**src/hdl/rhc_pkg.sv**
```systemverilog
// Shared constants, types and the divider step for the RGB to HSV converter.
`default_nettype none

package rhc_pkg;

	localparam int CHANNEL_BITS = 8;
	localparam logic [CHANNEL_BITS-1:0] CHAN_FULL = '1;

	// Hue is degrees times 64: one sector of 60 degrees is 3840, a full turn 23040
	localparam int HUE_W      = 15;
	localparam int HUE_SECTOR = 3840;
	localparam int HUE_FULL   = 23040;
	localparam int HUE_Q_BITS = 12;
	localparam int HUE_CALC_W = HUE_W + 2;

	// Restoring divider: quotient bits must cover both the hue fraction and saturation
	localparam int DIV_BITS_PER_STAGE = 2;
	localparam int DIV_QW_MIN = (CHANNEL_BITS > HUE_Q_BITS) ? CHANNEL_BITS : HUE_Q_BITS;
	localparam int DIV_QW = ((DIV_QW_MIN + DIV_BITS_PER_STAGE - 1) / DIV_BITS_PER_STAGE)
		* DIV_BITS_PER_STAGE;
	localparam int DIV_NW     = DIV_QW + CHANNEL_BITS;
	localparam int DIV_STAGES = DIV_QW / DIV_BITS_PER_STAGE;
	localparam int DIV_LANES  = 2;
	localparam int LANE_SAT   = 0;
	localparam int LANE_HUE   = 1;

	typedef enum logic [1:0] {
		SEC_RED   = 2'd0,
		SEC_GREEN = 2'd1,
		SEC_BLUE  = 2'd2
	} sector_t;

	// One division in flight: partial remainder, dividend bits shifting out
	// at the top while quotient bits shift in at the bottom, and the divisor
	typedef struct packed {
		logic [CHANNEL_BITS-1:0] rem;
		logic [DIV_QW-1:0]       work;
		logic [CHANNEL_BITS-1:0] dvs;
	} lane_t;

	// Per-item control that rides alongside the divider
	typedef struct packed {
		sector_t                 sector;
		logic                    neg;
		logic                    mx_zero;
		logic                    span_zero;
		logic [CHANNEL_BITS-1:0] mx;
	} side_t;

	function automatic lane_t div_step(lane_t l_in);
		lane_t l;
		logic [CHANNEL_BITS:0] t;
		l = l_in;
		for (int i = 0; i < DIV_BITS_PER_STAGE; i++) begin
			t = {l.rem, l.work[DIV_QW-1]};
			l.work = {l.work[DIV_QW-2:0], 1'b0};
			if (t >= {1'b0, l.dvs}) begin
				t = t - {1'b0, l.dvs};
				l.work[0] = 1'b1;
			end
			l.rem = t[CHANNEL_BITS-1:0];
		end
		return l;
	endfunction

endpackage

`default_nettype wire

```
**src/hdl/rhc_front.sv**
```systemverilog
// Front end: max/min, hue sector, difference, and dividend set-up (stages s1, s2).
`default_nettype none

module rhc_front import rhc_pkg::*; (
	input  wire logic                    clk,
	input  wire logic                    arst_n,
	input  wire logic                    adv,
	input  wire logic                    in_vld,
	input  wire logic [CHANNEL_BITS-1:0] red,
	input  wire logic [CHANNEL_BITS-1:0] green,
	input  wire logic [CHANNEL_BITS-1:0] blue,
	output logic                         out_vld,
	output side_t                        side_out,
	output lane_t                        sat_lane,
	output lane_t                        hue_lane
);

	logic [CHANNEL_BITS-1:0] mx_c, mn_c, a_c, b_c, dabs_c;
	sector_t                 sector_c;
	logic                    neg_c;

	logic                    vld_s1;
	logic [CHANNEL_BITS-1:0] mx_s1, span_s1, dabs_s1;
	sector_t                 sector_s1;
	logic                    neg_s1;

	logic [DIV_NW-1:0] sat_num, hue_num;

	logic  vld_s2;
	side_t side_s2;
	lane_t sat_lane_s2, hue_lane_s2;

	always_comb begin
		mx_c = red;
		if (green > mx_c) mx_c = green;
		if (blue > mx_c) mx_c = blue;
		mn_c = red;
		if (green < mn_c) mn_c = green;
		if (blue < mn_c) mn_c = blue;

		// ties go to red, then green
		if (red == mx_c) begin
			sector_c = SEC_RED;
			a_c = green;
			b_c = blue;
		end else if (green == mx_c) begin
			sector_c = SEC_GREEN;
			a_c = blue;
			b_c = red;
		end else begin
			sector_c = SEC_BLUE;
			a_c = red;
			b_c = green;
		end
		neg_c  = (a_c < b_c);
		dabs_c = neg_c ? (b_c - a_c) : (a_c - b_c);
	end

	always_ff @(posedge clk or negedge arst_n) begin
		if (!arst_n) begin
			vld_s1 <= 1'b0;
			vld_s2 <= 1'b0;
		end else if (adv) begin
			vld_s1 <= in_vld;
			vld_s2 <= vld_s1;
		end
	end

	always_ff @(posedge clk) begin
		if (adv) begin
			mx_s1     <= mx_c;
			span_s1   <= mx_c - mn_c;
			dabs_s1   <= dabs_c;
			sector_s1 <= sector_c;
			neg_s1    <= neg_c;
		end
	end

	assign sat_num = DIV_NW'(span_s1) * DIV_NW'(CHAN_FULL);
	assign hue_num = DIV_NW'(dabs_s1) * DIV_NW'(HUE_SECTOR);

	always_ff @(posedge clk) begin
		if (adv) begin
			side_s2.sector    <= sector_s1;
			side_s2.neg       <= neg_s1;
			side_s2.mx_zero   <= (mx_s1 == '0);
			side_s2.span_zero <= (span_s1 == '0);
			side_s2.mx        <= mx_s1;

			sat_lane_s2.rem  <= sat_num[DIV_NW-1 -: CHANNEL_BITS];
			sat_lane_s2.work <= sat_num[DIV_QW-1:0];
			sat_lane_s2.dvs  <= mx_s1;

			hue_lane_s2.rem  <= hue_num[DIV_NW-1 -: CHANNEL_BITS];
			hue_lane_s2.work <= hue_num[DIV_QW-1:0];
			hue_lane_s2.dvs  <= span_s1;
		end
	end

	assign out_vld  = vld_s2;
	assign side_out = side_s2;
	assign sat_lane = sat_lane_s2;
	assign hue_lane = hue_lane_s2;

endmodule

`default_nettype wire

```
**src/hdl/rhc_div.sv**
```systemverilog
// Pipelined restoring divider, two lanes (saturation, hue fraction), two bits per stage.
`default_nettype none

module rhc_div import rhc_pkg::*; (
	input  wire logic  clk,
	input  wire logic  arst_n,
	input  wire logic  adv,
	input  wire logic  in_vld,
	input  wire side_t side_in,
	input  wire lane_t sat_lane,
	input  wire lane_t hue_lane,
	output logic              out_vld,
	output side_t             side_out,
	output logic [DIV_QW-1:0] sat_quo,
	output logic [DIV_QW-1:0] hue_quo
);

	logic  vld_q  [DIV_STAGES];
	side_t side_q [DIV_STAGES];
	lane_t lane_q [DIV_STAGES][DIV_LANES];
	lane_t lane_in [DIV_LANES];

	assign lane_in[LANE_SAT] = sat_lane;
	assign lane_in[LANE_HUE] = hue_lane;

	always_ff @(posedge clk or negedge arst_n) begin
		if (!arst_n) begin
			for (int s = 0; s < DIV_STAGES; s++) begin
				vld_q[s] <= 1'b0;
			end
		end else if (adv) begin
			vld_q[0] <= in_vld;
			for (int s = 1; s < DIV_STAGES; s++) begin
				vld_q[s] <= vld_q[s-1];
			end
		end
	end

	always_ff @(posedge clk) begin
		if (adv) begin
			side_q[0] <= side_in;
			for (int l = 0; l < DIV_LANES; l++) begin
				lane_q[0][l] <= div_step(lane_in[l]);
			end
			for (int s = 1; s < DIV_STAGES; s++) begin
				side_q[s] <= side_q[s-1];
				for (int l = 0; l < DIV_LANES; l++) begin
					lane_q[s][l] <= div_step(lane_q[s-1][l]);
				end
			end
		end
	end

	assign out_vld  = vld_q[DIV_STAGES-1];
	assign side_out = side_q[DIV_STAGES-1];
	assign sat_quo  = lane_q[DIV_STAGES-1][LANE_SAT].work;
	assign hue_quo  = lane_q[DIV_STAGES-1][LANE_HUE].work;

	// the last stage's valid, side data and hue quotient hold while the pipeline is frozen
	a_last_holds: assert property (@(posedge clk) disable iff (!arst_n)
		out_vld && !adv |=> out_vld && $stable(side_out) && $stable(hue_quo))
		else $error("divider last stage changed while frozen");

endmodule

`default_nettype wire

```
**src/hdl/rhc_back.sv**
```systemverilog
// Back end: hue assembly from sector and quotient, output register.
`default_nettype none

module rhc_back import rhc_pkg::*; (
	input  wire logic              clk,
	input  wire logic              arst_n,
	input  wire logic              adv,
	input  wire logic              in_vld,
	input  wire side_t             side_in,
	input  wire logic [DIV_QW-1:0] sat_quo,
	input  wire logic [DIV_QW-1:0] hue_quo,
	output logic                    out_vld,
	output logic [HUE_W-1:0]        hue,
	output logic [CHANNEL_BITS-1:0] saturation,
	output logic [CHANNEL_BITS-1:0] brightness
);

	logic signed [HUE_CALC_W-1:0] base_v, q_v, h_v;
	logic [HUE_W-1:0]             hue_d;
	logic [CHANNEL_BITS-1:0]      sat_d;

	logic                    vld_q;
	logic [HUE_W-1:0]        hue_q;
	logic [CHANNEL_BITS-1:0] sat_q, bright_q;

	always_comb begin
		case (side_in.sector)
			SEC_RED:   base_v = '0;
			SEC_GREEN: base_v = HUE_CALC_W'(2 * HUE_SECTOR);
			SEC_BLUE:  base_v = HUE_CALC_W'(4 * HUE_SECTOR);
			default:   base_v = '0;
		endcase
		q_v = HUE_CALC_W'(hue_quo[HUE_Q_BITS-1:0]);
		h_v = side_in.neg ? (base_v - q_v) : (base_v + q_v);
		// wrap a negative red-sector hue into the full turn
		if (h_v < 0) h_v = h_v + HUE_CALC_W'(HUE_FULL);
		hue_d = side_in.span_zero ? '0 : h_v[HUE_W-1:0];
		sat_d = side_in.mx_zero ? '0 : sat_quo[CHANNEL_BITS-1:0];
	end

	always_ff @(posedge clk or negedge arst_n) begin
		if (!arst_n) begin
			vld_q <= 1'b0;
		end else if (adv) begin
			vld_q <= in_vld;
		end
	end

	always_ff @(posedge clk) begin
		if (adv) begin
			hue_q    <= hue_d;
			sat_q    <= sat_d;
			bright_q <= side_in.mx;
		end
	end

	assign out_vld    = vld_q;
	assign hue        = hue_q;
	assign saturation = sat_q;
	assign brightness = bright_q;

	a_hue_range: assert property (@(posedge clk) disable iff (!arst_n)
		out_vld |-> hue < HUE_W'(HUE_FULL))
		else $error("hue out of range");

	a_grey_hue: assert property (@(posedge clk) disable iff (!arst_n)
		out_vld && saturation == '0 |-> hue == '0)
		else $error("unsaturated pixel with nonzero hue");

	a_black: assert property (@(posedge clk) disable iff (!arst_n)
		out_vld && brightness == '0 |-> saturation == '0)
		else $error("black pixel with nonzero saturation");

endmodule

`default_nettype wire

```
**src/hdl/rgb_to_hsv_converter_top.sv**
```systemverilog
// Top level of the RGB to HSV converter: front end, divider pipeline, back end.
//
//   channel | direction | handshake          | payload
//   --------+-----------+--------------------+----------------------------------
//   input   | in        | in_valid/in_stall  | red, green, blue
//   output  | out       | out_valid/out_stall| hue, saturation, brightness
//
// One item per cycle sustained while the output is not stalled. The pipeline is
// two front stages, the divider at two quotient bits per stage, and the output
// register.
// Reset clears only the valid bits; the pipeline is empty after reset.
// A stall on the output freezes every stage while the output holds an item;
// in_stall follows from it in the same cycle.
`default_nettype none

module rgb_to_hsv_converter_top import rhc_pkg::*; (
	input  wire logic                    clk,
	input  wire logic                    arst_n,
	input  wire logic                    in_valid,
	output logic                         in_stall,
	input  wire logic [CHANNEL_BITS-1:0] red,
	input  wire logic [CHANNEL_BITS-1:0] green,
	input  wire logic [CHANNEL_BITS-1:0] blue,
	output logic                         out_valid,
	input  wire logic                    out_stall,
	output logic [HUE_W-1:0]             hue,
	output logic [CHANNEL_BITS-1:0]      saturation,
	output logic [CHANNEL_BITS-1:0]      brightness
);

	logic adv;

	logic  fr_vld;
	side_t fr_side;
	lane_t fr_sat_lane, fr_hue_lane;

	logic              dv_vld;
	side_t             dv_side;
	logic [DIV_QW-1:0] dv_sat_quo, dv_hue_quo;

	// advance whenever the output register is free or being taken
	assign adv      = !out_valid || !out_stall;
	assign in_stall = !adv;

	rhc_front u_front (
		.clk      (clk),
		.arst_n   (arst_n),
		.adv      (adv),
		.in_vld   (in_valid),
		.red      (red),
		.green    (green),
		.blue     (blue),
		.out_vld  (fr_vld),
		.side_out (fr_side),
		.sat_lane (fr_sat_lane),
		.hue_lane (fr_hue_lane)
	);

	rhc_div u_div (
		.clk      (clk),
		.arst_n   (arst_n),
		.adv      (adv),
		.in_vld   (fr_vld),
		.side_in  (fr_side),
		.sat_lane (fr_sat_lane),
		.hue_lane (fr_hue_lane),
		.out_vld  (dv_vld),
		.side_out (dv_side),
		.sat_quo  (dv_sat_quo),
		.hue_quo  (dv_hue_quo)
	);

	rhc_back u_back (
		.clk        (clk),
		.arst_n     (arst_n),
		.adv        (adv),
		.in_vld     (dv_vld),
		.side_in    (dv_side),
		.sat_quo    (dv_sat_quo),
		.hue_quo    (dv_hue_quo),
		.out_vld    (out_valid),
		.hue        (hue),
		.saturation (saturation),
		.brightness (brightness)
	);

endmodule

`default_nettype wire
```
**config.mk**
```make
export PLATFORM = sky130hd
export DESIGN_NAME = rgb_to_hsv_converter_top
export DESIGN_NICKNAME = d
export VERILOG_FILES = /design/src/hdl/rhc_pkg.sv /design/src/hdl/rhc_front.sv /design/src/hdl/rhc_div.sv /design/src/hdl/rhc_back.sv /design/src/hdl/rgb_to_hsv_converter_top.sv
export SDC_FILE = /design/constraint.sdc
export NUM_CORES = 1
export LEC_CHECK = 0
export BUFFER_PORTS_ARGS = -buffer_cell sky130_fd_sc_hd__buf_2
export CORE_MARGIN = 4
export CORE_UTILIZATION = 55
export CTS_CLUSTER_SIZE = 20
export DETAILED_ROUTE_END_ITERATION = 10
export PLACE_DENSITY = 0.71
export SETUP_SLACK_MARGIN = 0.02
export SLEW_MARGIN = 25
export SYNTH_ARGS = -nofsm -noshare
export SYNTH_HDL_FRONTEND = slang
export SYNTH_SLANG_ARGS = --single-unit
```
**constraint.sdc**
```tcl
create_clock -name clk -period 19.3 [get_ports clk]
set_clock_uncertainty 0.05 [all_clocks]
set_input_delay 3.86 -clock clk [delete_from_list [all_inputs] [get_ports clk]]
set_output_delay 3.86 -clock clk [all_outputs]
set_load 0.01 [all_outputs]
```
==> results.tsv <==
stage	metric	value	unit
cells_and_area	antenna fix cells	0	
logic_synthesis	top cells by area, synth	edfxtp_1, ha_1, fa_1	
placement	DP Wirelength	35900	um
worst_setup_path	slowest CP cell	a21oi_1	
cells_and_area	layout cells sized above 1	10.67	%
cells_and_area	P&R area growth vs syn	9.002	%
sta	crit path time final	11.41	ns
clocking	postcts setup bufs	0	
global_routing	initial antenna violation count	0	
logic_synthesis	register area share after synthesis	45.49	%
worst_setup_path	Critical Path End Type	flip-flop	
sta	setup violators final	0	
worst_setup_path	crit path buf inv count	5	
worst_setup_path	Worst Setup EP	u_front.dabs_s1[5]$_DFFE_PN_	
job	maxcap violations	0	
floorplan	Top Ports	61	
worst_setup_path	reg2reg end	u_div.lane_q[0][27]$_DFFE_PN_	
placement	placed cell count	3004	
logic_synthesis	syn nets	2746	
min_path	Hold Crit Class	flip-flop to flip-flop	
clocking	clk buf depth	3	
floorplan	starting density of the core	55.48	%
global_routing	total grt overflow	0	
sta	Slew Limit Fails	0	
placement	number of buffers added on ports	60	
cells_and_area	most frequent cells in the layout	edfxtp_1, inv_1, ha_1	
sta	Tcrit/Tclk final	59.14	%
sta	Setup TNS	0	ns
worst_setup_path	worst-path maximum fanout	30	
routing	Remaining DRCs	0	
logic_synthesis	Seq cells post-synth	402	
global_routing	GRT Util Overall	18.37	%
placement	final weighted congestion in routability-driven placement	0.8843	
worst_setup_path	WS Path Type	primary input to flip-flop	
routing	initial drt markers	815	
routing	antenna-violating nets left	0	
clocking	CTS Buf Count	43	
floorplan	die height	227.2	um
logic_synthesis	Avg Cell Area, Syn	11.23	sq um
worst_setup_path	Worst Path Arrival	11.66	ns
worst_setup_path	Worst R2R Path Depth	25	
logic_synthesis	Yosys top cell area share	44.64	%
logic_synthesis	Synth cell types	66	
cells_and_area	commonest non-fill, non-tap cell in the layout	edfxtp_1	
clocking	worst-skew pair later-pin latency	0.56	ns
clocking	Clock transition at path regs	0.06	ns
worst_setup_path	Worst EP required	19.55	ns
outcome	status	complete, no violations	
cells_and_area	Final nets	2825	
sta	Rel. slew slack	35.20	%
floorplan	std cell rows	80	
logic_synthesis	Mapped Cells	2355	
floorplan	core area	47650	sq um
cells_and_area	Post-Layout Cell Count	3080	
routing	WL per Instance	15.27	um
routing	Post-Route WL	47020	um
global_routing	largest net degree at the start of global routing	89	
sta	RSZ-0062 raised after global routing	no	
clocking	Root Buffer	clkbuf_16	
routing	drt first pass iters	5	
worst_setup_path	total stage count of the critical path	34	
sta	Final Hold Viols	0	
floorplan	full die area	51640	sq um
worst_setup_path	CP top delay family	compound AO/OA/AOI/OAI gates	
floorplan	chip width	227.2	um
worst_setup_path	CP startpoint	red[5]	
logic_synthesis	fraction of registers with async set/reset	2.239	%
clocking	hold buffers post-CTS	0	
sta	f_max	0.08761	GHz
clocking	post-cts repair resize count	0	
clocking	CTS H-tree depth	2	
global_routing	first-pass GRT wire length	79140	um
clocking	CTS tree	built	
clocking	clk sinks	402	
worst_setup_path	FF-to-FF Start	u_front.hue_lane[1]$_DFFE_PN_	
logic_synthesis	Ys Warns	0	
worst_setup_path	Worst path max stage delay	0.64	ns
logic_synthesis	EDFF count, synth	393	
worst_setup_path	Critical Path Source Type	primary input	
routing	vias per std cell	5.464	
routing	Vias	16830	
worst_setup_path	Reg2Reg Setup Slack	13.04	ns
logic_synthesis	most used flip-flop cell after synthesis	edfxtp_1	
logic_synthesis	Mapped Area	26440	sq um
sta	Worst-Margin Slew	0.9720	ns
logic_synthesis	Yosys top cell by area	edfxtp_1	
global_routing	vias in the first global route	17100	
## layer usage
layer  global-route usage (%)  share of wire, %  routed length, um
met1                    22.47                43              20430
met2                    33.57                51              23930
met3                    2.824               3.0               1411
met4                    5.700               2.7               1253
met5                        0                 0                  0
## kinds of logic after synthesis
family | after synthesis | share of synthesized area [%]
and+or+nand+nor | 496 | 9.007
buffers and inverters | 345 | 4.965
adders and majority gates | 363 | 19.06
xor gates and xnor gates | 138 | 4.572
muxes | 144 | 5.949
DFF | 402 | 45.49
AOI/OAI and AO/OA | 467 | 10.96
## worst min path at each step
stage / start / end / slack [ns] / cells after the start
after floorplan: u_div.side_q[5][0]$_DFFE_PN_ / u_back.brightness[0]$_DFFE_PN_ / 0.35 / 0
after global placement: u_div.side_q[2][12]$_DFFE_PN_ / u_div.side_q[3][12]$_DFFE_PN_ / 0.35 / 0
after detailed placement: u_div.lane_q[0][44]$_DFFE_PN_ / u_div.lane_q[0][102]$_DFFE_PN_ / 0.35 / 0
after CTS: u_div.lane_q[0][65]$_DFFE_PN_ / u_div.lane_q[1][11]$_DFFE_PN_ / 0.36 / 0
after global routing: u_front.side_out[9]$_DFFE_PN_ / u_div.side_q[0][9]$_DFFE_PN_ / 0.36 / 0
final: u_front.side_out[9]$_DFFE_PN_ / u_div.side_q[0][9]$_DFFE_PN_ / 0.36 / 0
## stage by stage
step | util (%) | instance area (sq um) | hold slack, ns | setup WS [ns]
after global routing | 60.48 | 28820 | 0.3649 | 7.256
after CTS | 60.47 | 28810 | 0.3637 | 7.975
after detailed placement | 57.61 | 27450 | 0.3545 | 7.392
final | 60.48 | 28820 | 0.3622 | 7.886
after floorplan | - | 26440 | 0.3503 | 5.829
after global placement | 57.61 | 27450 | 0.3503 | 7.490
## registers in the layout (all words and copies together) (netlist names), 2 cells and up
register,flops
u_front.span_s1,8
u_front.sector_s1,2
u_front.hue_lane,20
u_back.saturation,8
u_back.brightness,8
u_front.dabs_s1,8
u_front.side_out,13
u_back.hue,15
u_front.mx_s1,8
u_front.sat_lane,15
u_div.vld_q,5
u_div.lane_q,209
u_div.side_q,78
## worst register-to-register path, cell delays in order (launching register included)
cell and delay, ns:
edfxtp_1 0.45, inv_1 0.17, ha_1 0.27, nor2b_1 0.14, o21ai_1 0.15, a21boi_1 0.12, o21ai_1 0.19, a21boi_1 0.11
o21ai_0 0.16, inv_1 0.06, o21ai_0 0.25, nor2b_1 0.63, mux2_2 0.45, inv_1 0.06, ha_1 0.23, nor2b_1 0.13
o21ai_0 0.21, a21boi_1 0.14, o21ai_0 0.17, nand2b_1 0.12, a21o_1 0.20, a21o_1 0.20, o21a_1 0.20, a311oi_2 0.66
inv_2 0.18, mux2_2 0.33
## layout make-up
class	count	area, sq um
Fill cell	3729	18830
Multi-Input combinational cell	1608	13100
Sequential cell	402	12030
Inverter	305	1145
Clock buffer	50	1124
Tap cell	615	769.5
Timing Repair Buffer	74	409.1
Clock inverter	26	237.7
## cells in the mapped netlist, types with 3 or more instances
library cell    n
and4_1          3
or4_1           9
and2_1          3
a21boi_1       13
nand2b_1       39
a21o_1         55
dfrtp_1         9
ha_1          297
o21bai_1       11
xnor2_1        88
and3_1          3
nor2_1        159
nand4_1        33
clkbuf_1       30
buf_2           8
xor2_1         50
inv_1         298
mux2i_1        39
a221oi_1       11
or2_2           9
a41oi_1         3
nand3_1        18
o21ai_0       150
nand2_1       137
inv_2           7
o311ai_0        4
nor2b_1        64
o211ai_1        7
a21boi_0       27
or3_1           4
nor3_1          6
o21ai_1        21
a221o_1         3
a31oi_1         4
a21oi_1       106
o31ai_1        13
edfxtp_1      393
o21a_1         16
a311oi_2        3
fa_1           66
mux2_2        105
o22ai_1         3
Power is not shown: default switching activity piles up to over one toggle a cycle in this logic, so the estimate is an artifact.
